**src/sv/peer_heartbeat_watchdog_table_defines.svh**
```systemverilog
// assertion macros for the peer heartbeat watchdog table
// used by the top level only; empty bodies when SYNTH is defined
`ifndef PEER_HEARTBEAT_WATCHDOG_TABLE_DEFINES_SVH
`define PEER_HEARTBEAT_WATCHDOG_TABLE_DEFINES_SVH
`ifndef SYNTH
`define PHWT_ASSERT_IMP(lbl, clk, rstn, ante, cons) \
    lbl: assert property (@(posedge clk) disable iff (!(rstn)) (ante) |-> (cons)) \
        else $error("phwt check failed");
`define PHWT_ASSERT_NXT(lbl, clk, rstn, ante, cons) \
    lbl: assert property (@(posedge clk) disable iff (!(rstn)) (ante) |=> (cons)) \
        else $error("phwt check failed");
`else
`define PHWT_ASSERT_IMP(lbl, clk, rstn, ante, cons)
`define PHWT_ASSERT_NXT(lbl, clk, rstn, ante, cons)
`endif
`endif

```
**src/sv/phwt_pkg.sv**
```systemverilog
// shared types and constants of the peer heartbeat watchdog table
// no dependencies
package phwt_pkg;

    localparam int ID_W   = 16;
    localparam int DROP_W = 8;
    localparam int PC_W   = 5;
    localparam int CFG_W  = 16;
    localparam int IDX_W  = 1;

    localparam logic OP_HB   = 1'b0;
    localparam logic OP_TICK = 1'b1;

    localparam logic KIND_HB   = 1'b0;
    localparam logic KIND_TICK = 1'b1;

    localparam logic [IDX_W-1:0] REG_OWN_ID    = 1'b0;
    localparam logic [IDX_W-1:0] REG_MAX_DROPS = 1'b1;

    localparam logic [DROP_W-1:0] MAX_DROPS_RST = 8'd9;

    // command codes handed from front to back
    localparam logic [1:0] CMD_HB   = 2'd0;
    localparam logic [1:0] CMD_SELF = 2'd1;
    localparam logic [1:0] CMD_TICK = 2'd2;

    typedef struct packed {
        logic [1:0]      code;
        logic [ID_W-1:0] peer_id;
    } t_cmd;

endpackage

```
**src/sv/phwt_in_if.sv**
```systemverilog
// input channel: heartbeat or tick beats
// depends on phwt_pkg
interface phwt_in_if;
    import phwt_pkg::*;

    logic            valid;
    logic            ready;
    logic            op;
    logic [ID_W-1:0] peer_id;

    modport source (output valid, output op, output peer_id, input ready);
    modport sink (input valid, input op, input peer_id, output ready);
endinterface

```
**src/sv/phwt_out_if.sv**
```systemverilog
// result channel: one beat per accepted item
// depends on phwt_pkg
interface phwt_out_if;
    import phwt_pkg::*;

    logic            valid;
    logic            ready;
    logic            kind;
    logic            lost;
    logic            newly_registered;
    logic            dropped_full;
    logic [PC_W-1:0] peer_count;

    modport source (output valid, output kind, output lost, output newly_registered,
                    output dropped_full, output peer_count, input ready);
    modport sink (input valid, input kind, input lost, input newly_registered,
                  input dropped_full, input peer_count, output ready);
endinterface

```
**src/sv/phwt_front.sv**
```systemverilog
// front end: takes input beats and classifies them into table commands
// depends on phwt_pkg, phwt_in_if
module phwt_front (
    phwt_in_if.sink                 i_item,
    input  logic [phwt_pkg::ID_W-1:0] i_own_id,
    input  logic                    i_q_full,
    output logic                    o_push,
    output phwt_pkg::t_cmd          o_cmd
);
    import phwt_pkg::*;

    assign i_item.ready = !i_q_full;
    assign o_push       = i_item.valid && !i_q_full;

    always_comb begin
        o_cmd.peer_id = i_item.peer_id;
        unique case (i_item.op)
            OP_TICK: o_cmd.code = CMD_TICK;
            OP_HB: begin
                // own heartbeats never touch the table
                o_cmd.code = (i_item.peer_id == i_own_id) ? CMD_SELF : CMD_HB;
            end
            default: o_cmd.code = CMD_TICK;
        endcase
    end
endmodule

```
**src/sv/phwt_queue.sv**
```systemverilog
// two-entry command queue between front and back
// depends on phwt_pkg
module phwt_queue (
    input  logic           i_clk,
    input  logic           i_rst_n,
    input  logic           i_push,
    input  phwt_pkg::t_cmd i_cmd,
    input  logic           i_pop,
    output phwt_pkg::t_cmd o_cmd,
    output logic           o_empty,
    output logic           o_full
);
    import phwt_pkg::*;

    t_cmd       r_mem [2];
    logic       r_wr_ptr, n_wr_ptr;
    logic       r_rd_ptr, n_rd_ptr;
    logic [1:0] r_cnt, n_cnt;

    assign o_empty = (r_cnt == 2'd0);
    assign o_full  = (r_cnt == 2'd2);
    assign o_cmd   = r_mem[r_rd_ptr];

    always_comb begin
        n_wr_ptr = r_wr_ptr ^ i_push;
        n_rd_ptr = r_rd_ptr ^ i_pop;
        n_cnt    = r_cnt + {1'b0, i_push} - {1'b0, i_pop};
    end

    always_ff @(posedge i_clk) begin
        if (!i_rst_n) begin
            r_wr_ptr <= 1'b0;
            r_rd_ptr <= 1'b0;
            r_cnt    <= 2'd0;
        end else begin
            r_wr_ptr <= n_wr_ptr;
            r_rd_ptr <= n_rd_ptr;
            r_cnt    <= n_cnt;
        end
    end

    always_ff @(posedge i_clk) begin
        if (i_push) begin
            r_mem[r_wr_ptr] <= i_cmd;
        end
    end
endmodule

```
**src/sv/phwt_back.sv**
```systemverilog
// back end: peer table with per-entry miss counters and the result register
// depends on phwt_pkg, phwt_out_if
module phwt_back #(
    parameter int MAX_PEERS  = 16,
    parameter int COUNT_BITS = 8,
    parameter int CNT_W      = 5
) (
    input  logic                        i_clk,
    input  logic                        i_rst_n,
    input  logic                        i_q_empty,
    input  phwt_pkg::t_cmd              i_cmd,
    input  logic [phwt_pkg::DROP_W-1:0] i_max_drops,
    output logic                        o_pop,
    output logic [MAX_PEERS-1:0]        o_valid_vec,
    output logic [CNT_W-1:0]            o_count,
    phwt_out_if.source                  o_res
);
    import phwt_pkg::*;

    localparam int CMP_W = (COUNT_BITS > DROP_W) ? COUNT_BITS : DROP_W;
    localparam logic [COUNT_BITS-1:0] CNT_MAX = {COUNT_BITS{1'b1}};

    logic [MAX_PEERS-1:0]  r_valid, n_valid;
    logic [ID_W-1:0]       r_id   [MAX_PEERS];
    logic [COUNT_BITS-1:0] r_miss [MAX_PEERS];
    logic [CNT_W-1:0]      r_count, n_count;

    logic                  r_out_valid;
    logic                  r_kind, r_lost, r_new, r_full;
    logic [CNT_W-1:0]      r_pc;

    logic [MAX_PEERS-1:0]  match, free_vec, free_sel, lost_vec;
    logic [COUNT_BITS-1:0] inc [MAX_PEERS];
    logic                  hit, tbl_full, is_hb, is_tick;
    logic                  n_kind, n_lost, n_new, n_full;

    assign o_pop = !i_q_empty && (!r_out_valid || o_res.ready);

    always_comb begin
        for (int i = 0; i < MAX_PEERS; i++) begin
            match[i]    = r_valid[i] && (r_id[i] == i_cmd.peer_id);
            inc[i]      = (r_miss[i] == CNT_MAX) ? CNT_MAX : r_miss[i] + COUNT_BITS'(1);
            lost_vec[i] = r_valid[i] && (CMP_W'(inc[i]) > CMP_W'(i_max_drops));
        end
        free_vec = ~r_valid;
        // isolate the lowest free entry
        free_sel = free_vec & (~free_vec + MAX_PEERS'(1));
        hit      = |match;
        tbl_full = ~|free_vec;
        is_hb    = (i_cmd.code == CMD_HB);
        is_tick  = (i_cmd.code == CMD_TICK);

        n_kind  = is_tick ? KIND_TICK : KIND_HB;
        n_lost  = is_tick && (|lost_vec);
        n_new   = is_hb && !hit && !tbl_full;
        n_full  = is_hb && !hit && tbl_full;
        n_valid = n_new ? (r_valid | free_sel) : r_valid;
        n_count = n_new ? r_count + CNT_W'(1) : r_count;
    end

    always_ff @(posedge i_clk) begin
        if (!i_rst_n) begin
            r_valid     <= '0;
            r_count     <= '0;
            r_out_valid <= 1'b0;
        end else begin
            if (o_pop) begin
                r_valid <= n_valid;
                r_count <= n_count;
            end
            if (o_pop) begin
                r_out_valid <= 1'b1;
            end else if (o_res.ready) begin
                r_out_valid <= 1'b0;
            end
        end
    end

    always_ff @(posedge i_clk) begin
        if (o_pop) begin
            r_kind <= n_kind;
            r_lost <= n_lost;
            r_new  <= n_new;
            r_full <= n_full;
            r_pc   <= n_count;
            for (int i = 0; i < MAX_PEERS; i++) begin
                if (is_tick && r_valid[i]) begin
                    r_miss[i] <= inc[i];
                end else if (is_hb && match[i]) begin
                    r_miss[i] <= '0;
                end else if (n_new && free_sel[i]) begin
                    r_miss[i] <= '0;
                    r_id[i]   <= i_cmd.peer_id;
                end
            end
        end
    end

    assign o_res.valid            = r_out_valid;
    assign o_res.kind             = r_kind;
    assign o_res.lost             = r_lost;
    assign o_res.newly_registered = r_new;
    assign o_res.dropped_full     = r_full;
    assign o_res.peer_count       = PC_W'(r_pc);

    assign o_valid_vec = r_valid;
    assign o_count     = r_count;
endmodule

```
**src/sv/peer_heartbeat_watchdog_table.sv**
```systemverilog
// peer heartbeat watchdog table: top level with config registers and checks
// path: a taken beat is written into the queue, then popped into the table and the result register
// throughput: one beat per cycle while the result channel is not stalled; the table updates with the result
// reset: synchronous active low; clears the table valid bits, peer count, queue
// and result valid flag, own_id to 0 and max_drops to 9; no clearing pass
`include "peer_heartbeat_watchdog_table_defines.svh"
module peer_heartbeat_watchdog_table #(
    parameter int MAX_PEERS  = 16,
    parameter int COUNT_BITS = 8
) (
    input  logic                       i_clk,
    input  logic                       i_rst_n,
    input  logic                       i_cfg_we,
    input  logic [phwt_pkg::IDX_W-1:0] i_cfg_idx,
    input  logic [phwt_pkg::CFG_W-1:0] i_cfg_data,
    phwt_in_if.sink                    i_item,
    phwt_out_if.source                 o_res
);
    import phwt_pkg::*;

    localparam int CNT_W = $clog2(MAX_PEERS + 1);

    logic [ID_W-1:0]      r_own_id;
    logic [DROP_W-1:0]    r_max_drops;

    logic                 push, pop, q_empty, q_full;
    t_cmd                 front_cmd, q_cmd;
    logic [MAX_PEERS-1:0] valid_vec;
    logic [CNT_W-1:0]     count;

    always_ff @(posedge i_clk) begin
        if (!i_rst_n) begin
            r_own_id    <= '0;
            r_max_drops <= MAX_DROPS_RST;
        end else if (i_cfg_we) begin
            unique case (i_cfg_idx)
                REG_OWN_ID:    r_own_id    <= i_cfg_data[ID_W-1:0];
                REG_MAX_DROPS: r_max_drops <= i_cfg_data[DROP_W-1:0];
                default: ;
            endcase
        end
    end

    phwt_front u_front (
        .i_item   (i_item),
        .i_own_id (r_own_id),
        .i_q_full (q_full),
        .o_push   (push),
        .o_cmd    (front_cmd)
    );

    phwt_queue u_queue (
        .i_clk   (i_clk),
        .i_rst_n (i_rst_n),
        .i_push  (push),
        .i_cmd   (front_cmd),
        .i_pop   (pop),
        .o_cmd   (q_cmd),
        .o_empty (q_empty),
        .o_full  (q_full)
    );

    phwt_back #(
        .MAX_PEERS  (MAX_PEERS),
        .COUNT_BITS (COUNT_BITS),
        .CNT_W      (CNT_W)
    ) u_back (
        .i_clk       (i_clk),
        .i_rst_n     (i_rst_n),
        .i_q_empty   (q_empty),
        .i_cmd       (q_cmd),
        .i_max_drops (r_max_drops),
        .o_pop       (pop),
        .o_valid_vec (valid_vec),
        .o_count     (count),
        .o_res       (o_res)
    );

    // peer count always tracks the valid entries
    `PHWT_ASSERT_IMP(a_count_matches, i_clk, i_rst_n, 1'b1, $countones(valid_vec) == count)
    // a dropped peer is only reported with a full table
    `PHWT_ASSERT_IMP(a_drop_when_full, i_clk, i_rst_n, o_res.valid && o_res.dropped_full, &valid_vec)
    // an accepted beat into an empty queue is held somewhere next cycle
    `PHWT_ASSERT_NXT(a_beat_kept, i_clk, i_rst_n, push && q_empty, !q_empty || o_res.valid)
endmodule

```
**src/flat_wrapper.sv**
```systemverilog
// flat-port wrapper written by rule: the top's interface ports become plain ports
module peer_heartbeat_watchdog_table_flat import phwt_pkg::*;
#(
    parameter int MAX_PEERS  = 16,
    parameter int COUNT_BITS = 8
)
  (i_clk, i_rst_n, i_cfg_we, i_cfg_idx, i_cfg_data, i_item_valid, i_item_op, i_item_peer_id, i_item_ready, o_res_valid, o_res_kind, o_res_lost, o_res_newly_registered, o_res_dropped_full, o_res_peer_count, o_res_ready);
  phwt_in_if i_item_i ();
  phwt_out_if o_res_i ();
  input  logic i_clk;
  input  logic i_rst_n;
  input  logic i_cfg_we;
  input  logic [phwt_pkg::IDX_W-1:0] i_cfg_idx;
  input  logic [phwt_pkg::CFG_W-1:0] i_cfg_data;
  input wire logic [$bits(i_item_i.valid)-1:0] i_item_valid;
  input wire logic [$bits(i_item_i.op)-1:0] i_item_op;
  input wire logic [$bits(i_item_i.peer_id)-1:0] i_item_peer_id;
  output wire logic [$bits(i_item_i.ready)-1:0] i_item_ready;
  output wire logic [$bits(o_res_i.valid)-1:0] o_res_valid;
  output wire logic [$bits(o_res_i.kind)-1:0] o_res_kind;
  output wire logic [$bits(o_res_i.lost)-1:0] o_res_lost;
  output wire logic [$bits(o_res_i.newly_registered)-1:0] o_res_newly_registered;
  output wire logic [$bits(o_res_i.dropped_full)-1:0] o_res_dropped_full;
  output wire logic [$bits(o_res_i.peer_count)-1:0] o_res_peer_count;
  input wire logic [$bits(o_res_i.ready)-1:0] o_res_ready;
  assign i_item_i.valid = i_item_valid;
  assign i_item_i.op = i_item_op;
  assign i_item_i.peer_id = i_item_peer_id;
  assign i_item_ready = i_item_i.ready;
  assign o_res_valid = o_res_i.valid;
  assign o_res_kind = o_res_i.kind;
  assign o_res_lost = o_res_i.lost;
  assign o_res_newly_registered = o_res_i.newly_registered;
  assign o_res_dropped_full = o_res_i.dropped_full;
  assign o_res_peer_count = o_res_i.peer_count;
  assign o_res_i.ready = o_res_ready;
  peer_heartbeat_watchdog_table #(.MAX_PEERS(MAX_PEERS), .COUNT_BITS(COUNT_BITS)) u_core (.i_clk(i_clk), .i_rst_n(i_rst_n), .i_cfg_we(i_cfg_we), .i_cfg_idx(i_cfg_idx), .i_cfg_data(i_cfg_data), .i_item(i_item_i), .o_res(o_res_i));
endmodule
```
**config.mk**
```make
export PLATFORM = sky130hd
export DESIGN_NAME = peer_heartbeat_watchdog_table_flat
export DESIGN_NICKNAME = d
export VERILOG_FILES = /design/src/sv/phwt_pkg.sv /design/src/sv/phwt_in_if.sv /design/src/sv/phwt_out_if.sv /design/src/sv/phwt_front.sv /design/src/sv/phwt_queue.sv /design/src/sv/phwt_back.sv /design/src/sv/peer_heartbeat_watchdog_table.sv /design/src/flat_wrapper.sv
export VERILOG_INCLUDE_DIRS = /design/src /design/src/sv
export SDC_FILE = /design/constraint.sdc
export NUM_CORES = 1
export LEC_CHECK = 0
export BUFFER_PORTS_ARGS = -buffer_cell sky130_fd_sc_hd__buf_2
export CORE_MARGIN = 4
export CORE_UTILIZATION = 30
export CTS_CLUSTER_SIZE = 30
export DETAILED_ROUTE_END_ITERATION = 6
export PLACE_DENSITY = 0.47
export SETUP_SLACK_MARGIN = 0.1
export SLEW_MARGIN = 20
export SYNTH_ARGS = -nofsm -noshare
export SYNTH_HDL_FRONTEND = slang
export SYNTH_SLANG_ARGS = --single-unit
```
**constraint.sdc**
```tcl
create_clock -name i_clk -period 7.8 [get_ports i_clk]
set_input_delay 1.17 -clock i_clk [delete_from_list [all_inputs] [get_ports i_clk]]
set_output_delay 1.17 -clock i_clk [all_outputs]
set_load 0.02 [all_outputs]
```
==> results of run 1 <==
[kinds of logic after synthesis]
kind of cell | synth area share, %
flops | 53.88
simple gates | 17.14
mux | 1.985
fa+ha+maj | 7.267
buf+inv | 1.975
compound gates | 6.755
xor+xnor | 10.99
[cells in the mapped netlist, drive strengths merged (3+ instances only)]
cell     instances
clkbuf          27
xnor2          271
nand2b          43
nand3b          18
a211o           14
a21o            34
nor2            86
nor4            81
buf             28
nor3b           69
or2              3
a41oi            5
a31oi           18
mux2i           30
xor2            48
or4              7
o41ai            3
inv             41
mux2             5
and2            23
nand4           68
a2111oi         10
o21a            15
ha             149
nor3            55
nor4b            8
a211oi           4
o21ai           56
nand3           65
edfxtp         421
a21oi           82
nand2          148
and4             7
o211ai          17
o31ai           10
and3            34
nor2b           39
dfxtp           59
[routing by layer]
layer	track usage, %	up-vias
met2	27.13	405
met3	2.358	81
li1	-	8146
met5	0	-
met4	3.139	0
met1	21.88	8604
[how the worst max path moves through the flow]
| stage | startpoint | endpoint | slack (ns) | cells after the start |
|---|---|---|---|---|
| 6_report | flop | u_core.u_back.r_miss[1][59]$_SDFFCE_PP0P_ | 1.70 | 12 |
| 5_1_grt | flop | u_core.u_back.r_miss[1][62]$_SDFFCE_PP0P_ | 1.35 | 12 |
| 4_1_cts | flop | u_core.u_back.r_miss[1][59]$_SDFFCE_PP0P_ | 1.65 | 12 |
| 3_5_place_dp | flop | u_core.u_back.r_miss[1][56]$_SDFFCE_PP0P_ | 1.69 | 12 |
| 3_3_place_gp | flop | u_core.u_back.r_miss[1][59]$_SDFFCE_PP0P_ | 1.79 | 12 |
| 2_1_floorplan | o_res_ready | u_core.u_back.r_id[1][112]$_DFFE_PP_ | 3.02 | 7 |
[flip-flops by register name (all words and copies together) (netlist names), named ones only]
register	cells
u_core.u_back.o_count	5
u_core.u_back.o_res.lost	1
u_core.u_back.r_miss	128
u_core.r_max_drops	8
u_core.u_back.r_id	256
u_core.u_back.o_res.kind	1
u_core.u_back.o_res.newly_registered	1
u_core.u_queue.r_mem	36
u_core.u_queue.r_wr_ptr	1
u_core.u_back.o_res.dropped_full	1
u_core.u_back.o_res.peer_count	5
u_core.u_queue.r_cnt	2
u_core.u_back.o_valid_vec	16
u_core.r_own_id	16
u_core.u_back.o_res.valid	1
u_core.u_queue.r_rd_ptr	1
[power by group through the flow]
stage / sequential, mW / clock [mW] / combinational [mW]
2_1_floorplan: 3.15 / 0 / 1.20
3_3_place_gp: 3.20 / 0 / 1.79
3_5_place_dp: 3.20 / 0 / 1.80
4_1_cts: 3.14 / 2.84 / 1.80
5_1_grt: 3.15 / 2.95 / 1.91
6_report: 3.14 / 2.76 / 1.78
[cell type report]
cell class	instances	area, sq um
fill	8213	54860
multi-input combinational	1534	11400
timing repair buffer	97	616.8
inverter	41	153.9
sequential	480	13820
tap	1134	1419
clock buffer	63	1479
clock inverter	37	460.4
[worst reg2reg max path, cell delays in order, from the launching register on]
cell,delay (ns)
sky130_fd_sc_hd__dfxtp_2,1.05
sky130_fd_sc_hd__mux2i_4,0.36
sky130_fd_sc_hd__buf_4,0.37
sky130_fd_sc_hd__inv_1,0.47
sky130_fd_sc_hd__nand3_1,0.22
sky130_fd_sc_hd__a2111oi_0,0.14
sky130_fd_sc_hd__nand4_1,0.26
sky130_fd_sc_hd__nand4_1,0.21
sky130_fd_sc_hd__nor2_1,0.23
sky130_fd_sc_hd__nand3_2,0.66
sky130_fd_sc_hd__buf_4,0.52
sky130_fd_sc_hd__o41ai_2,0.92
sky130_fd_sc_hd__a21o_1,0.35
[stage by stage]
stage | utilization [%] | hold WS, ns | instances
6_report | 34.86 | 0.4532 | 3386
2_1_floorplan | - | 0.4363 | 2110
3_5_place_dp | 32.52 | 0.4481 | 3284
4_1_cts | 34.82 | 0.4569 | 3384
3_3_place_gp | 32.52 | 0.4456 | 3284
5_1_grt | 34.86 | 0.4791 | 3386
==> results_tabular.tex, run 1 <==
\begin{tabular}{lr}
\hline
Metric & Value \\
\hline
\multicolumn{2}{l}{\textbf{Placed design}} \\
\quad Gp weighted congestion & 0.8002 \\
\quad Instance area at placement & 0.02739 sq mm \\
\quad Post-placement setup slack & 1.692 ns \\
\quad Input/output buffers & 49 \\
\quad Estimated wirelength of the detail-placed design & 50430 um \\
\multicolumn{2}{l}{\textbf{Logic synthesis}} \\
\quad Flip-flop cell with the highest count after synthesis & sky130\_fd\_sc\_hd\_\_edfxtp\_1 \\
\quad Number of enable flip-flop cells after synthesis & 421 \\
\quad Share of async-settable or async-resettable flops after synthesis & 0\% \\
\quad Nets in the synthesized netlist & 2298 \\
\quad Netlist cell types & 62 \\
\quad Mean Syn Cell Area & 12.16 sq um \\
\quad Most area-hungry cell type in the Yosys netlist & sky130\_fd\_sc\_hd\_\_edfxtp\_1 \\
\quad Top cells by area in the synthesized netlist & sky130\_fd\_sc\_hd\_\_edfxtp\_1 (49\%), sky130\_fd\_sc\_hd\_\_xnor2\_1 (9.2\%), sky130\_fd\_sc\_hd\_\_ha\_1 (7.3\%) \\
\quad Area share of the largest cell type after synthesis & 49.28\% \\
\quad Proportion of synthesized chip area in sequential cells & 53.88\% \\
\quad Total of flip-flops plus latches after synthesis & 480 \\
\quad Synthesized instance count & 2110 \\
\quad Yosys warning total & 0 \\
\quad Synth Cell Area & 0.02565 sq mm \\
\multicolumn{2}{l}{\textbf{Drt}} \\
\quad DRC violation count after routing & 0 \\
\quad First DRT Iteration DRCs & 1227 \\
\quad Wire length on met3 & 3677 um \\
\quad Average wire length per cell after detail routing & 21.71 um \\
\quad Vias per std cell & 5.090 \\
\quad Amount of wire on met2 after detailed routing & 34980 um \\
\quad Number of search-and-repair iterations in the first detailed-routing pass & 7 \\
\quad Total via count in the routed design & 17236 \\
\quad Total wire length after detailed routing & 73510 um \\
\quad Met1 wire length & 33640 um \\
\quad Top Layer Used & met4 \\
\quad Post-DRT Antenna Nets & 0 \\
\multicolumn{2}{l}{\textbf{Setup path}} \\
\quad CP bufs+invs & 3 \\
\quad Signal arrival time at the worst endpoint & 6.41 ns \\
\quad CP top delay family & simple AND/OR/NAND/NOR gates \\
\quad RR Endpoint & u\_core.u\_back.r\_miss[1][59]\$\_SDFFCE\_PP0P\_ \\
\quad Largest stage delay, worst path & 1.05 ns \\
\quad Worst setup path class & flop to flop \\
\quad Cells along the critical path & mux2i\_4, buf\_4, inv\_1, nand3\_1, a2111oi\_0, nand4\_1, nand4\_1, nor2\_1, nand3\_2, buf\_4, o41ai\_2, a21o\_1 \\
\quad Number of cell instances on the worst register-to-register path & 12 \\
\quad CP startpoint kind & flop \\
\quad Internal reg-to-reg setup slack & 1.70 ns \\
\quad Data required time at the worst endpoint & 8.11 ns \\
\quad Nature of the critical path endpoint & flop \\
\quad Largest fanout of any net on the critical path & 20 \\
\quad Critical-path cell with the highest stage delay & sky130\_fd\_sc\_hd\_\_dfxtp\_2 \\
\multicolumn{2}{l}{\textbf{Clock tree}} \\
\quad Number of clock sinks seen by CTS & 480 \\
\quad Clock root buffer & sky130\_fd\_sc\_hd\_\_clkbuf\_16 \\
\quad Number of buffers inserted for hold repair after clock tree synthesis & 0 \\
\quad Clock-pin transition on the worst setup and hold timing paths & 0.06 ns \\
\quad CTS tree & yes \\
\quad Worst-Skew Late Latency & 0.64 ns \\
\quad Count of cells resized by post-cts repair & 0 \\
\quad \# Post-CTS Setup Buffers & 0 \\
\quad H-tree Lvls & 2 \\
\quad Number of clock buffers inserted by TritonCTS & 55 \\
\quad Max Root-Sink Buffers & 3 \\
\multicolumn{2}{l}{\textbf{Power and ir drop}} \\
\quad Switching fraction of total power & 31.37\% \\
\quad IR drop worst, VDD & 0.1686 mV \\
\quad Pleak & 9.593 nW \\
\quad Share of total power in sequential cells & 40.8\% \\
\quad Power density relative to cell area & 261.9 mW/mm\^{}2 \\
\quad Cell internal power dissipation & 5.276 mW \\
\quad Logic pwr share & 23.2\% \\
\quad Clock Power Share & 36.0\% \\
\quad Switching power & 2.412 mW \\
\quad Design Power & 7.688 mW \\
\multicolumn{2}{l}{\textbf{Global routing}} \\
\quad Maximum number of pins on one net before global-route repair & 29 \\
\quad Final global-route overflow total & 0 \\
\quad Global router's overall resource usage & 16.00\% \\
\quad Number of global-route vias before repair & 17181 \\
\quad First-pass GRT wire length & 109700 um \\
\quad Initial antenna violation count & 0 \\
\multicolumn{2}{l}{\textbf{Layout}} \\
\quad Share of final-layout standard cells stronger than drive strength 1 & 10.44\% \\
\quad Diodes inserted & 0 \\
\quad Syn-to-layout area delta & 14.43\% \\
\quad Final standard cell area without fillers & 0.02935 sq mm \\
\quad Number of nets in the layout & 2397 \\
\quad Top library cells by usage in the layout, fill and taps aside & sky130\_fd\_sc\_hd\_\_edfxtp\_1 (421), sky130\_fd\_sc\_hd\_\_xnor2\_1 (269), sky130\_fd\_sc\_hd\_\_ha\_1 (149), sky130\_fd\_sc\_hd\_\_nand2\_1 (147), sky130\_fd\_sc\_hd\_\_nor2\_1 (84) \\
\quad Leading cell type in the layout, fill and taps excluded & sky130\_fd\_sc\_hd\_\_edfxtp\_1 \\
\multicolumn{2}{l}{\textbf{Floorplanning}} \\
\quad Die width & 300.4 um \\
\quad Number of primary I/O pins & 50 \\
\quad Floorplan row count & 106 \\
\quad Area of the die & 0.09025 sq mm \\
\quad Vertical extent of the die & 300.4 um \\
\quad Initial Utilization & 30.46\% \\
\quad Std-Cell Core Area & 0.08422 sq mm \\
\multicolumn{2}{l}{\textbf{Timing}} \\
\quad Highest clock rate & 163.9 MHz \\
\quad Least-Margin Pin Slew & 1.111 ns \\
\quad Setup-violating endpoint count in the final report & 0 \\
\quad Final slew viol count & 0 \\
\quad Setup Total Neg Slack & 0 ns \\
\quad Slew HR & 25.74\% \\
\quad Final critical-path setup slack & 1.697 ns \\
\quad Final hold violations & 0 \\
\quad Clock tree skew after final layout & 0.04244 ns \\
\quad RSZ-0062 raised after global routing & false \\
\quad Final period demand of the worst path & 6.103 ns \\
\quad Post-route clock period utilization & 78.24\% \\
\multicolumn{2}{l}{\textbf{Hold path}} \\
\quad Hold Path Cell Cnt & 2 \\
\quad End point of the most critical hold path & u\_core.r\_max\_drops[1]\$\_SDFFE\_PN0P\_ \\
\quad Startpoint of the worst hold path & u\_core.r\_max\_drops[1]\$\_SDFFE\_PN0P\_ \\
\quad Class of the tightest hold or removal check & flop to flop \\
\multicolumn{2}{l}{\textbf{Outcome}} \\
\quad Run status & completed \\
\multicolumn{2}{l}{\textbf{Flow run}} \\
\quad Total of max-cap violations & 0 \\
\hline
\end{tabular}
Note: power is estimated with default switching activity, not from simulation.
==> run 2: changes to the inputs <==
ABC_AREA = 1   (was not set)
PLACE_DENSITY = 0.49   (was 0.47)
clock period = 5.08 ns   (was 7.8 ns; I/O delays follow)
==> results_tabular.tex, run 2 <==
\begin{tabular}{lr}
\hline
Metric & Value \\
\hline
\multicolumn{2}{l}{\textbf{Logic synthesis}} \\
\quad XOR/XNOR share of the synthesized area & 2.419\% \\
\quad Synth Area in Simple Gates & 25.25\% \\
\quad Count leader, synth & sky130\_fd\_sc\_hd\_\_nand2\_1 \\
\quad Ranking of synthesized cells by instance count & sky130\_fd\_sc\_hd\_\_nand2\_1 (797), sky130\_fd\_sc\_hd\_\_inv\_1 (597), sky130\_fd\_sc\_hd\_\_nor2\_1 (507) \\
\quad Area share of the largest cell type after synthesis & 45.94\% \\
\quad Top cells by area in the synthesized netlist & sky130\_fd\_sc\_hd\_\_edfxtp\_1 (46\%), sky130\_fd\_sc\_hd\_\_nand2\_1 (11\%), sky130\_fd\_sc\_hd\_\_inv\_1 (8.1\%) \\
\quad Synth Cell Area & 0.02752 sq mm \\
\quad Yosys warning total & 0 \\
\quad Synth Area in Compound Gates & 5.770\% \\
\quad Mean Syn Cell Area & 8.362 sq um \\
\quad Multiplexer share of the synthesized area & 0.03637\% \\
\quad Synth Area in Adders & 6.775\% \\
\quad Proportion of synthesized chip area in sequential cells & 50.23\% \\
\quad Flip-flop cell with the highest count after synthesis & sky130\_fd\_sc\_hd\_\_edfxtp\_1 \\
\quad Synthesized instance count & 3291 \\
\quad Total of flip-flops plus latches after synthesis & 480 \\
\quad Nets in the synthesized netlist & 3479 \\
\quad Netlist cell types & 45 \\
\quad Share of async-settable or async-resettable flops after synthesis & 0\% \\
\quad Most area-hungry cell type in the Yosys netlist & sky130\_fd\_sc\_hd\_\_edfxtp\_1 \\
\quad Largest family of logic cells by synthesized area & simple AND/OR/NAND/NOR gates \\
\quad Number of enable flip-flop cells after synthesis & 421 \\
\multicolumn{2}{l}{\textbf{Placed design}} \\
\quad Post-placement setup slack & 0.7792 ns \\
\quad Instance area at placement & 0.02921 sq mm \\
\quad Estimated wirelength of the detail-placed design & 56410 um \\
\quad Gp weighted congestion & 0.8604 \\
\quad Input/output buffers & 49 \\
\multicolumn{2}{l}{\textbf{Clock tree}} \\
\quad Count of cells resized by post-cts repair & 0 \\
\quad CTS tree & yes \\
\quad Max Root-Sink Buffers & 3 \\
\quad Clock-pin transition on the worst setup and hold timing paths & 0.06 ns \\
\quad Worst-Skew Late Latency & 0.62 ns \\
\quad H-tree Lvls & 2 \\
\quad Number of buffers inserted for hold repair after clock tree synthesis & 0 \\
\quad Number of clock sinks seen by CTS & 480 \\
\quad \# Post-CTS Setup Buffers & 0 \\
\quad Clock root buffer & sky130\_fd\_sc\_hd\_\_clkbuf\_16 \\
\quad Number of clock buffers inserted by TritonCTS & 53 \\
\multicolumn{2}{l}{\textbf{Power and ir drop}} \\
\quad Power density relative to cell area & 415.2 mW/mm\^{}2 \\
\quad IR drop worst, VDD & 0.2291 mV \\
\quad Pleak & 13.81 nW \\
\quad Design Power & 12.88 mW \\
\multicolumn{2}{l}{\textbf{Hold path}} \\
\quad Class of the tightest hold or removal check & input port to flop \\
\multicolumn{2}{l}{\textbf{Setup path}} \\
\quad Nature of the critical path endpoint & flop \\
\quad CP bufs+invs & 2 \\
\quad Data required time at the worst endpoint & 5.31 ns \\
\quad Critical Path Most Common Cell & sky130\_fd\_sc\_hd\_\_nand2\_1 \\
\quad Cells along the critical path & buf\_4, nand2\_2, nand2\_2, nand2\_1, nand2\_1, nor2\_1, nand2\_1, nor2\_1, nand3\_1, nand2\_1, nor2\_2, nand3\_2, nor2\_4, nand2\_2, nor2\_4, nand2\_1, inv\_1 \\
\quad Critical-path cell with the highest stage delay & sky130\_fd\_sc\_hd\_\_nand2\_2 \\
\quad Worst setup path class & flop to flop \\
\quad CP startpoint kind & flop \\
\quad Signal arrival time at the worst endpoint & 4.58 ns \\
\quad Largest stage delay, worst path & 0.64 ns \\
\quad CP top delay family & simple AND/OR/NAND/NOR gates \\
\quad Largest fanout of any net on the critical path & 30 \\
\multicolumn{2}{l}{\textbf{Layout}} \\
\quad Area of the multi-input gates & 0.01109 sq mm \\
\quad Final standard cell area without fillers & 0.03102 sq mm \\
\quad Top library cells by usage in the layout, fill and taps aside & sky130\_fd\_sc\_hd\_\_nand2\_1 (797), sky130\_fd\_sc\_hd\_\_inv\_1 (597), sky130\_fd\_sc\_hd\_\_nor2\_1 (507), sky130\_fd\_sc\_hd\_\_edfxtp\_1 (421), sky130\_fd\_sc\_hd\_\_nand3\_1 (167) \\
\quad Diodes inserted & 0 \\
\quad Number of flip-flops in the largest register & 256 \\
\quad FF/Latch Area & 0.01382 sq mm \\
\quad Fillcell total & 9455 \\
\quad Top flop regs & u\_core.u\_back.r\_id (256), u\_core.u\_back.r\_miss (128), u\_core.u\_queue.r\_mem (36) \\
\quad Largest reg by FF count & u\_core.u\_back.r\_id \\
\quad Post-route core utilization & 34.25\% \\
\quad Share of final-layout standard cells stronger than drive strength 1 & 7.453\% \\
\quad Syn-to-layout area delta & 12.73\% \\
\quad Number of nets in the layout & 3578 \\
\quad Leading cell type in the layout, fill and taps excluded & sky130\_fd\_sc\_hd\_\_nand2\_1 \\
\multicolumn{2}{l}{\textbf{Timing}} \\
\quad RSZ-0062 raised after global routing & false \\
\quad Clock tree skew after final layout & 0.02393 ns \\
\quad Least-Margin Pin Slew & 1.103 ns \\
\quad Final period demand of the worst path & 4.349 ns \\
\quad Setup Total Neg Slack & 0 ns \\
\quad Setup-violating endpoint count in the final report & 0 \\
\quad Post-route clock period utilization & 85.61\% \\
\quad Highest clock rate & 229.9 MHz \\
\quad Final hold violations & 0 \\
\quad Slew HR & 26.18\% \\
\quad Final slew viol count & 0 \\
\quad Final critical-path setup slack & 0.7310 ns \\
\multicolumn{2}{l}{\textbf{Outcome}} \\
\quad Run status & finished with violations \\
\quad Violations in the final reports & DRC \\
\multicolumn{2}{l}{\textbf{Floorplanning}} \\
\quad Std-Cell Core Area & 0.09056 sq mm \\
\quad Number of primary I/O pins & 50 \\
\quad Die width & 310.9 um \\
\quad Initial Utilization & 30.39\% \\
\quad Area of the die & 0.09664 sq mm \\
\quad Vertical extent of the die & 310.9 um \\
\quad Floorplan row count & 110 \\
\multicolumn{2}{l}{\textbf{Drt}} \\
\quad Number of search-and-repair iterations in the first detailed-routing pass & 7 \\
\quad Average wire length per cell after detail routing & 17.13 um \\
\quad Wire length on met3 & 4368 um \\
\quad Post-DRT Antenna Nets & 0 \\
\quad Top Layer Used & met4 \\
\quad Amount of wire on met2 after detailed routing & 34040 um \\
\quad DRC violation count after routing & 10 \\
\quad Total wire length after detailed routing & 78990 um \\
\quad Total via count in the routed design & 21050 \\
\quad Met1 wire length & 39070 um \\
\quad Vias per std cell & 4.565 \\
\quad First DRT Iteration DRCs & 1895 \\
\multicolumn{2}{l}{\textbf{Global routing}} \\
\quad Number of global-route vias before repair & 19297 \\
\quad Maximum number of pins on one net before global-route repair & 51 \\
\quad Final global-route overflow total & 0 \\
\quad Initial antenna violation count & 2 \\
\quad Global router's overall resource usage & 15.84\% \\
\quad First-pass GRT wire length & 118400 um \\
\multicolumn{2}{l}{\textbf{Flow run}} \\
\quad Total of max-cap violations & 0 \\
\hline
\end{tabular}
## run 2: cell types whose count changed after synthesis, moves of 37 or more
cell / delta
sky130_fd_sc_hd__nand2_2: +40
sky130_fd_sc_hd__nand2_1: +649
sky130_fd_sc_hd__nand4_1: -37
sky130_fd_sc_hd__nor4_1: -66
sky130_fd_sc_hd__inv_1: +556
sky130_fd_sc_hd__xnor2_1: -232
sky130_fd_sc_hd__nor3b_1: -68
sky130_fd_sc_hd__nand2b_1: -43
sky130_fd_sc_hd__o21ai_0: +39
sky130_fd_sc_hd__a21oi_1: +60
sky130_fd_sc_hd__nor2_1: +422
sky130_fd_sc_hd__nand3_1: +103
sky130_fd_sc_hd__nor2b_1: -39
## run 2: cell families (layout without fill, tap and decap cells)
logic type / count (synthesis) / in the layout
buf+inv: 645 / 789
mux: 1 / 1
fa+ha+maj: 149 / 149
flops: 480 / 480
xor+xnor: 76 / 76
compound gates: 293 / 293
simple gates: 1647 / 1647
## run 2: cell type report
type	instances	share of cell area, %
timing repair buffer	89	1.839
sequential	480	44.56
clock inverter	23	0.8430
inverter	600	7.276
multi-input combinational	2166	35.74
tap	1176	4.743
clock buffer	77	4.993
## run 2: metal layers
metal,track usage (%),up-vias
met1,23.36,9690
met3,2.364,90
li1,-,10788
met2,24.62,482
met5,0,-
met4,3.377,0
## run 2: path summary, 6_finish.rpt
path,startpoint,to,slack [ns],cells after the start
min reg2reg,u_core.u_queue.r_rd_ptr$_SDFF_PN0_,u_core.u_queue.r_rd_ptr$_SDFF_PN0_,0.45,1
max reg2reg,flop,u_core.u_back.r_id[0][3]$_DFFE_PP_,0.73,17
max,flop,u_core.u_back.r_id[0][3]$_DFFE_PP_,0.73,17
min,i_item_op,u_core.u_queue.r_mem[1][17]$_DFFE_PP_,0.35,1
## run 2: per-stage QoR
step           instances  hold WS, ns
2_1_floorplan       3291       0.4255
3_3_place_gp        4511       0.4373
3_5_place_dp        4511       0.4484
4_1_cts             4611       0.3157
5_1_grt             4611       0.3269
6_report            4611       0.3501
## run 2: report_power, final
part / switching (mW) / leakage, nW / internal (mW)
clock: 1.69 / 0.895 / 2.38
combinational: 2.88 / 8.61 / 0.993
sequential: 0.121 / 4.30 / 4.82
total: 4.69 / 13.8 / 8.19
==> run 3: changes to the inputs <==
CELL_PAD_IN_SITES_DETAIL_PLACEMENT = 0   (was not set)
CELL_PAD_IN_SITES_GLOBAL_PLACEMENT = 2   (was not set)
PLACE_DENSITY = 0.69   (was 0.49)
==> results_tabular.tex, run 3 (same netlist as run 2, synthesis figures left out) <==
\begin{tabular}{lr}
\hline
Metric & Value \\
\hline
\multicolumn{2}{l}{\textbf{Outcome}} \\
\quad Run status & completed \\
\multicolumn{2}{l}{\textbf{Global routing}} \\
\quad Number of global-route vias before repair & 20575 \\
\quad Initial antenna violation count & 4 \\
\quad Most utilized layer in the global route result & met2 \\
\quad First-pass GRT wire length & 129200 um \\
\quad Routing usage on met2 & 29.11\% \\
\quad Maximum number of pins on one net before global-route repair & 51 \\
\quad GR Util met1 & 24.11\% \\
\quad Global-route met3 utilization & 2.278\% \\
\quad Global router's overall resource usage & 17.54\% \\
\quad Final global-route overflow total & 0 \\
\multicolumn{2}{l}{\textbf{Timing}} \\
\quad RSZ-0062 raised after global routing & false \\
\quad Final slew viol count & 0 \\
\quad Setup Total Neg Slack & 0 ns \\
\quad Least-Margin Pin Slew & 1.058 ns \\
\quad Setup-violating endpoint count in the final report & 0 \\
\quad Highest clock rate & 216.1 MHz \\
\quad Hold slack & 0.3367 ns \\
\quad Post-route clock period utilization & 91.08\% \\
\quad Final period demand of the worst path & 4.627 ns \\
\quad Clock tree skew after final layout & 0.03985 ns \\
\quad Final critical-path setup slack & 0.4531 ns \\
\quad Final hold violations & 0 \\
\quad Slew HR & 29.14\% \\
\multicolumn{2}{l}{\textbf{Floorplanning}} \\
\quad Initial Utilization & 30.39\% \\
\quad Number of primary I/O pins & 50 \\
\quad Std-Cell Core Area & 0.09056 sq mm \\
\quad Vertical extent of the die & 310.9 um \\
\quad Floorplan row count & 110 \\
\quad Area of the die & 0.09664 sq mm \\
\quad Die width & 310.9 um \\
\multicolumn{2}{l}{\textbf{Clock tree}} \\
\quad Number of buffers inserted for hold repair after clock tree synthesis & 0 \\
\quad Clock-pin transition on the worst setup and hold timing paths & 0.06 ns \\
\quad Max Root-Sink Buffers & 3 \\
\quad CTS tree & yes \\
\quad Worst-Skew Late Latency & 0.65 ns \\
\quad Number of clock sinks seen by CTS & 480 \\
\quad H-tree Lvls & 2 \\
\quad Clock root buffer & sky130\_fd\_sc\_hd\_\_clkbuf\_16 \\
\quad Number of clock buffers inserted by TritonCTS & 60 \\
\multicolumn{2}{l}{\textbf{Drt}} \\
\quad DRC violation count after routing & 0 \\
\quad Post-DRT Antenna Nets & 0 \\
\quad Total via count in the routed design & 20979 \\
\quad Vias per std cell & 4.516 \\
\quad Total wire length after detailed routing & 86140 um \\
\quad Number of search-and-repair iterations in the first detailed-routing pass & 5 \\
\quad First DRT Iteration DRCs & 1428 \\
\quad Average wire length per cell after detail routing & 18.54 um \\
\multicolumn{2}{l}{\textbf{Setup path}} \\
\quad Worst setup path class & flop to flop \\
\quad Signal arrival time at the worst endpoint & 4.88 ns \\
\quad CP startpoint kind & flop \\
\quad Data required time at the worst endpoint & 5.34 ns \\
\quad Nature of the critical path endpoint & flop \\
\quad Cells along the critical path & buf\_4, nand2\_1, nand2\_2, buf\_4, nand2\_1, nand2\_1, nor2\_1, nand2\_1, nor2\_1, nand3\_1, nand2\_1, nor2\_2, nand3\_2, nor2\_4, nand2\_2, nor2\_4, nand2\_1, inv\_1 \\
\quad Largest stage delay, worst path & 0.62 ns \\
\quad CP top delay family & simple AND/OR/NAND/NOR gates \\
\quad Critical Path Most Common Cell & sky130\_fd\_sc\_hd\_\_nand2\_1 \\
\quad Internal reg-to-reg setup slack & 0.45 ns \\
\quad Number of cell instances on the worst register-to-register path & 18 \\
\quad CP bufs+invs & 3 \\
\quad RR Endpoint & u\_core.u\_back.r\_id[1][112]\$\_DFFE\_PP\_ \\
\quad Largest fanout of any net on the critical path & 20 \\
\quad Critical-path cell with the highest stage delay & sky130\_fd\_sc\_hd\_\_dfxtp\_1 \\
\multicolumn{2}{l}{\textbf{Hold path}} \\
\quad Startpoint of the worst hold path & i\_item\_peer\_id[14] \\
\quad End point of the most critical hold path & u\_core.u\_queue.r\_mem[0][14]\$\_DFFE\_PP\_ \\
\quad Hold Path Cell Cnt & 1 \\
\quad Class of the tightest hold or removal check & input port to flop \\
\multicolumn{2}{l}{\textbf{Layout}} \\
\quad Number of nets in the layout & 3606 \\
\quad Finished Layout Cells & 4645 \\
\quad Top library cells by usage in the layout, fill and taps aside & sky130\_fd\_sc\_hd\_\_nand2\_1 (797), sky130\_fd\_sc\_hd\_\_inv\_1 (592), sky130\_fd\_sc\_hd\_\_nor2\_1 (507), sky130\_fd\_sc\_hd\_\_edfxtp\_1 (421), sky130\_fd\_sc\_hd\_\_nand3\_1 (167) \\
\quad Syn-to-layout area delta & 13.99\% \\
\quad Largest reg by FF count & u\_core.u\_back.r\_id \\
\quad FF/Latch Area & 0.01382 sq mm \\
\quad Fillcell total & 9532 \\
\quad Area of the multi-input gates & 0.01109 sq mm \\
\quad Leading cell type in the layout, fill and taps excluded & sky130\_fd\_sc\_hd\_\_nand2\_1 \\
\quad Share of final-layout standard cells stronger than drive strength 1 & 8.302\% \\
\quad Number of flip-flops in the largest register & 256 \\
\quad Top flop regs & u\_core.u\_back.r\_id (256), u\_core.u\_back.r\_miss (128), u\_core.u\_queue.r\_mem (36) \\
\quad Diodes inserted & 0 \\
\multicolumn{2}{l}{\textbf{Flow run}} \\
\quad Total of max-cap violations & 0 \\
\multicolumn{2}{l}{\textbf{Power and ir drop}} \\
\quad Pleak & 13.92 nW \\
\quad Design Power & 13.20 mW \\
\quad Power density relative to cell area & 420.6 mW/mm\^{}2 \\
\quad IR drop worst, VDD & 0.2747 mV \\
\multicolumn{2}{l}{\textbf{Placed design}} \\
\quad Number of placed cells counting well taps & 4528 \\
\quad Gp weighted congestion & 0.8211 \\
\quad Input/output buffers & 49 \\
\quad Post-placement setup slack & 0.2184 ns \\
\quad Estimated wirelength of the detail-placed design & 61870 um \\
\hline
\end{tabular}
==> run 3: final cells by class <==
type	count	area share, %
well taps	1176	4.691
repair buffers	110	2.561
clock inverters	36	0.7818
flip-flops and latches	480	44.07
multi-input cells	2166	35.35
inverters	600	7.255
clock buffers	77	5.293
==> run 3: worst register-to-register path, delay by kind of cell (launching register included) <==
family	cells	cell delay, ns
buf+inv	3	1.24
simple gates	15	2.37
flops	1	0.62
==> run 3: through the flow <==
step | area (sq um) | util [%]
2_1_floorplan | 27520 | -
3_3_place_gp | 29400 | 32.47
3_5_place_dp | 29400 | 32.47
4_1_cts | 31310 | 34.57
5_1_grt | 31370 | 34.64
6_report | 31370 | 34.64
==> run 3: how the worst max path moves through the flow <==
stage	from	endpoint	slack, ns	cells past startpoint
after global placement	flop	u_core.u_back.r_id[0][94]$_DFFE_PP_	0.24	16
after floorplan	flop	u_core.u_back.r_id[1][64]$_DFFE_PP_	2.16	17
final	flop	u_core.u_back.r_id[1][112]$_DFFE_PP_	0.45	18
after global routing	flop	u_core.u_back.r_id[1][117]$_DFFE_PP_	0.12	18
after detailed placement	flop	u_core.u_back.r_id[0][88]$_DFFE_PP_	0.22	16
after CTS	flop	u_core.u_back.r_id[0][93]$_DFFE_PP_	0.19	16
==> run 3: routing by layer <==
metal / share of wire [%] / up-vias
li1: - / 10852
met1: 47 / 9658
met2: 46 / 367
met3: 4.3 / 102
met4: 2.7 / 0
met5: 0 / -
==> run 3: repair_timing <==
action                     CTS  global route
setup endpoints to repair    0           148
resized for setup            0             5
buffers inserted             0             4
==> run 3: report_power, final <==
| group | internal [mW] | leakage, nW | total (mW) | switching (mW) |
|---|---|---|---|---|
| clock | 2.32 | 0.925 | 4.13 | 1.81 |
| combinational | 1.11 | 8.70 | 4.12 | 3.01 |
| sequential | 4.82 | 4.30 | 4.94 | 0.123 |
| total | 8.25 | 13.9 | 13.2 | 4.95 |
